<file path="src/lac_pkg.sv">
`timescale 1ns / 1ps
// ----------------------------------------------------------------------------
// lac_pkg
// shared types and constants for the line assembler queue
// ----------------------------------------------------------------------------
package lac_pkg;

  localparam logic [7:0] NEWLINE_CODE = 8'd10;
  localparam logic [7:0] DOT_CODE     = 8'd46;

  localparam logic [1:0] ST_OK    = 2'd0;
  localparam logic [1:0] ST_FULL  = 2'd1;
  localparam logic [1:0] ST_EMPTY = 2'd2;

  typedef enum logic [2:0] {
    S_IDLE,
    S_DOT1,
    S_DOT2,
    S_DATA,
    S_TERM
  } lac_state_t;

  typedef struct packed {
    logic       accept;
    logic       emit;
    logic [1:0] status;
    logic       truncated;
    logic       last;
    logic       use_rdata;
    logic       wr_byte;
    logic       wr_dot;
    logic       complete;
    logic       use_saved_chunk;
    logic       drop_step;
    logic       rd_first;
    logic       rd_next;
    logic       pop;
  } lac_cmd_t;

  typedef struct packed {
    logic is_get;
    logic is_newline;
    logic dropping;
    logic at_limit;
    logic full;
    logic empty;
    logic len_zero;
    logic idx_last;
    logic out_free;
  } lac_stat_t;

endpackage

</file>
<file path="src/lac_ctrl.sv">
`timescale 1ns / 1ps
// ----------------------------------------------------------------------------
// lac_ctrl
// controller for put, truncation and get sequences
// ----------------------------------------------------------------------------
module lac_ctrl import lac_pkg::*; (
  input  logic      clk,
  input  logic      rst_n,
  input  logic      in_tvalid,
  output logic      in_tready,
  input  lac_stat_t stat,
  output lac_cmd_t  cmd
);

  lac_state_t state_r, state_nxt;

  always_ff @(posedge clk) begin
    if (!rst_n) begin
      state_r <= S_IDLE;
    end else begin
      state_r <= state_nxt;
    end
  end

  always_comb begin
    state_nxt = state_r;
    cmd       = '0;
    in_tready = 1'b0;
    case (state_r)
      S_IDLE: begin
        in_tready = stat.out_free;
        if (in_tvalid && stat.out_free) begin
          cmd.accept = 1'b1;
          if (!stat.is_get) begin
            cmd.emit = 1'b1;
            cmd.last = 1'b1;
            if (stat.dropping) begin
              cmd.status    = ST_FULL;
              cmd.drop_step = 1'b1;
            end else if (stat.is_newline) begin
              cmd.complete = 1'b1;
              cmd.status   = stat.full ? ST_FULL : ST_OK;
            end else if (stat.at_limit) begin
              cmd.wr_dot    = 1'b1;
              cmd.status    = stat.full ? ST_FULL : ST_OK;
              cmd.truncated = !stat.full;
              state_nxt     = S_DOT1;
            end else begin
              cmd.wr_byte = 1'b1;
              cmd.status  = ST_OK;
            end
          end else if (stat.empty) begin
            cmd.emit   = 1'b1;
            cmd.last   = 1'b1;
            cmd.status = ST_EMPTY;
          end else if (stat.len_zero) begin
            state_nxt = S_TERM;
          end else begin
            cmd.rd_first = 1'b1;
            state_nxt    = S_DATA;
          end
        end
      end
      S_DOT1: begin
        cmd.wr_dot = 1'b1;
        state_nxt  = S_DOT2;
      end
      S_DOT2: begin
        cmd.wr_dot          = 1'b1;
        cmd.complete        = 1'b1;
        cmd.use_saved_chunk = 1'b1;
        state_nxt           = S_IDLE;
      end
      S_DATA: begin
        if (stat.out_free) begin
          cmd.emit      = 1'b1;
          cmd.use_rdata = 1'b1;
          cmd.status    = ST_OK;
          if (stat.idx_last) begin
            state_nxt = S_TERM;
          end else begin
            cmd.rd_next = 1'b1;
          end
        end
      end
      S_TERM: begin
        if (stat.out_free) begin
          cmd.emit   = 1'b1;
          cmd.last   = 1'b1;
          cmd.status = ST_OK;
          cmd.pop    = 1'b1;
          state_nxt  = S_IDLE;
        end
      end
      default: begin
        state_nxt = S_IDLE;
      end
    endcase
  end

endmodule

</file>
<file path="config.mk">
export PLATFORM = sky130hd
export DESIGN_NAME = lac_ctrl
export DESIGN_NICKNAME = d
export VERILOG_FILES = /design/src/lac_pkg.sv /design/src/lac_ctrl.sv
export SDC_FILE = /design/constraint.sdc
export NUM_CORES = 1
export LEC_CHECK = 0
export BUFFER_PORTS_ARGS = -buffer_cell sky130_fd_sc_hd__buf_2
export CORE_MARGIN = 2
export CORE_UTILIZATION = 28
export DETAILED_ROUTE_END_ITERATION = 10
export GPL_ROUTABILITY_DRIVEN = 1
export PLACE_DENSITY = 0.62
export SETUP_SLACK_MARGIN = 0.1
export SYNTH_ARGS = -nofsm -noshare
export SYNTH_HDL_FRONTEND = slang
export SYNTH_SLANG_ARGS = --single-unit
</file>
<file path="constraint.sdc">
create_clock -name clk -period 2.45 [get_ports clk]
set_clock_uncertainty 0.15 [all_clocks]
set_input_delay 0.49 -clock clk [delete_from_list [all_inputs] [get_ports clk]]
set_output_delay 0.49 -clock clk [all_outputs]
set_load 0.02 [all_outputs]
</file>
==> results.cfg <==
[run_status]
status = finished clean

[placed_design]
hpwl_um = 848
place_congestion = 0.749
post-place-ws_ps = 195
io_buffer_count = 27
place_area_um2 = 558
place_inst = 97

[cts]
path_clk_slew_ps = 30
clock_path_buffers = 2
htreeDepth = 1
clock_latency_ps = 230
cts_sinks = 3
cts-buffers-inserted = 3
hold_buffers = 0
root_buffer = clkbuf_4
cts_tree = yes

[global_routing]
antenna_found_initial = 0
grt_max_degree = 11
grt_pass1_vias = 382
grt_use_total_pct = 11.6
grt_pass1_wl_um = 1580
overflow = 0

[power]
p_leak_nw = 0.323
power_density_mw_per_mm2 = 338
power_switching_mw = 0.0675
p_comb_share_pct = 33.9
ir_drop_uv = 246
power_frac_seq_pct = 24.4
p_int_mw = 0.142
clkPwrFrac_pct = 41.6
swShare_pct = 32.3
p_total_mw = 0.209

[die]
core_area_mm2 = 0.00130
die_y_um = 41.4
num_io_pins = 28
rows = 13
die_w_um = 41.4
floorplan.initialDensity_pct = 30.1
dieArea_mm2 = 0.00171

[synth]
yosys_warnings = 0
async_reset_ff_share_pct = 0
synth_edf_count = 0
yosysTopAreaCellShare_pct = 15.3
synth_area_leaders = dfxtp_1 (15%), nor4b_4 (6.1%), nor3b_1 (5.8%), nand2_1 (4.8%), nor3_1 (3.8%)
synth_cell_types = 30
ys_seq_area_share_pct = 15.3
ys_ff_latch = 3
syn_inst = 55
avgSynthCellArea_um2 = 7.12
yosys.area.top_type = dfxtp_1
syn-cell-area_um2 = 392
synth_common_cells = nand2_1 (5), nor2_1 (4)
synth.net_count = 67
synth.most_common_cell = nand2_1
ys.flop_type = dfxtp_1

[sta]
finalSetupViolCount = 0
post-route-period-util_pct = 96.2
worstMarginPinSlew_ps = 334
slew_headroom_pct = 77.7
drv_slew = 0
period_needed_ps = 2360
hold_viol = 0
max_freq_ghz = 0.424
rsz0062_at_grt = true
setup_tns_ps = 0
setup_ws_ps = 92.8

[job]
drv_cap = 0

[final_layout]
reg_top3 = state_r: 3 flops
finalNetCount = 101
fillers = 150
final_area_um2 = 619
drive_gt1_share_pct = 50.0
largest_register_ffs = 3
fin_cells = 103
syn_to_final_growth_pct = 58.1
regMostFlops = state_r
n_antenna_cell = 0

[route]
wl_um = 1130
ant_nets = 0
drt-wirelength-per-cell_um = 11.0
vias = 497
firstDrtPassIters = 4
vias_per_cell = 4.83
route.detailed.drc = 0
drt_iter0_drc = 5

[critical_path]
end_kind = output port
worst-setup-path-type = flop to output port
start_kind = flop
required_ps = 1810
cp_max_fo = 5
crit_arrival_ps = 1720

[min_path]
hold_path.class = input port to flop
routing by layer:
layer  global-route usage, %  vias up  wire, µm
met5                       0        -         0
met4                       0        0         0
met3                    5.22        0        58
met2                    18.4        9       561
met1                    15.3      223       510
li1                        -      265         -
final timing paths:
check | cells past startpoint | from | slack (ps) | endpoint
max reg2reg | 5 | state_r[0]$_SDFFE_PN0P_ | 870 | state_r[0]$_SDFFE_PN0P_
min reg2reg | 2 | state_r[1]$_SDFFE_PN0P_ | 520 | state_r[1]$_SDFFE_PN0P_
max | 5 | state_r[0]$_SDFFE_PN0P_ | 90 | cmd[10]
min | 2 | rst_n | 360 | state_r[1]$_SDFFE_PN0P_
worst max-delay path: stages, from the launching register on:
cell and delay [ps]:
dfxtp_4 360, nor4b_4 300, nand2_2 130, or3_4 370
nor3_2 170, buf_4 160
metrics by stage:
stage	hold WS [ps]	utilization [%]
final	356	47.6
after detailed placement	540	42.9
after floorplan	458	-
after CTS	351	45.2
after global routing	376	47.6
after global placement	544	42.9
final cells by class:
cell class                 instances  area, µm²  area share [%]
clock buffer                       4       26.3            4.24
timing repair buffer              31        176            28.5
inverter                           3       11.3            1.82
tap                               15       18.8            3.03
sequential                         3       65.1            10.5
multi-input combinational         47        322            51.9
cell families (layout without fill, tap and decap cells):
kind of cell           Yosys count  in the layout  synth area share (%)
and+or+nand+nor                 32             32                  53.7
AOI/OAI and AO/OA               14             14                  23.3
buffers and inverters            5             38                  5.11
muxes                            1              1                  2.56
DFF                              3              3                  15.3
power groups by stage:
stage | clock [mW] | combinational, mW | sequential, mW
floorplan | 0 | 0.0398 | 0.0520
global placement | 0 | 0.0660 | 0.0526
detailed placement | 0 | 0.0666 | 0.0526
CTS | 0.0900 | 0.0667 | 0.0520
global route | 0.0937 | 0.0767 | 0.0511
finish | 0.0870 | 0.0710 | 0.0511
placed cells by master, fill, tap and decap left out, drive strengths merged:
master	count
a21o	2
a21oi	2
a41oi	1
and2	1
and3	2
buf	31
clkbuf	4
dfxtp	3
inv	3
mux2i	1
nand2	6
nand2b	1
nand3	1
nand3b	2
nand4b	1
nor2	4
nor2b	2
nor3	4
nor3b	3
nor4b	2
o211ai	1
o21a	2
o21ai	4
o21bai	2
or2	2
or3	1
timing repair:
item	4_1_cts	5_1_grt
resized for setup	2	6
setup endpoints to repair	3	4
buffers inserted	0	2
pin swaps	1	3
Power figures use the tool's default switching activity.
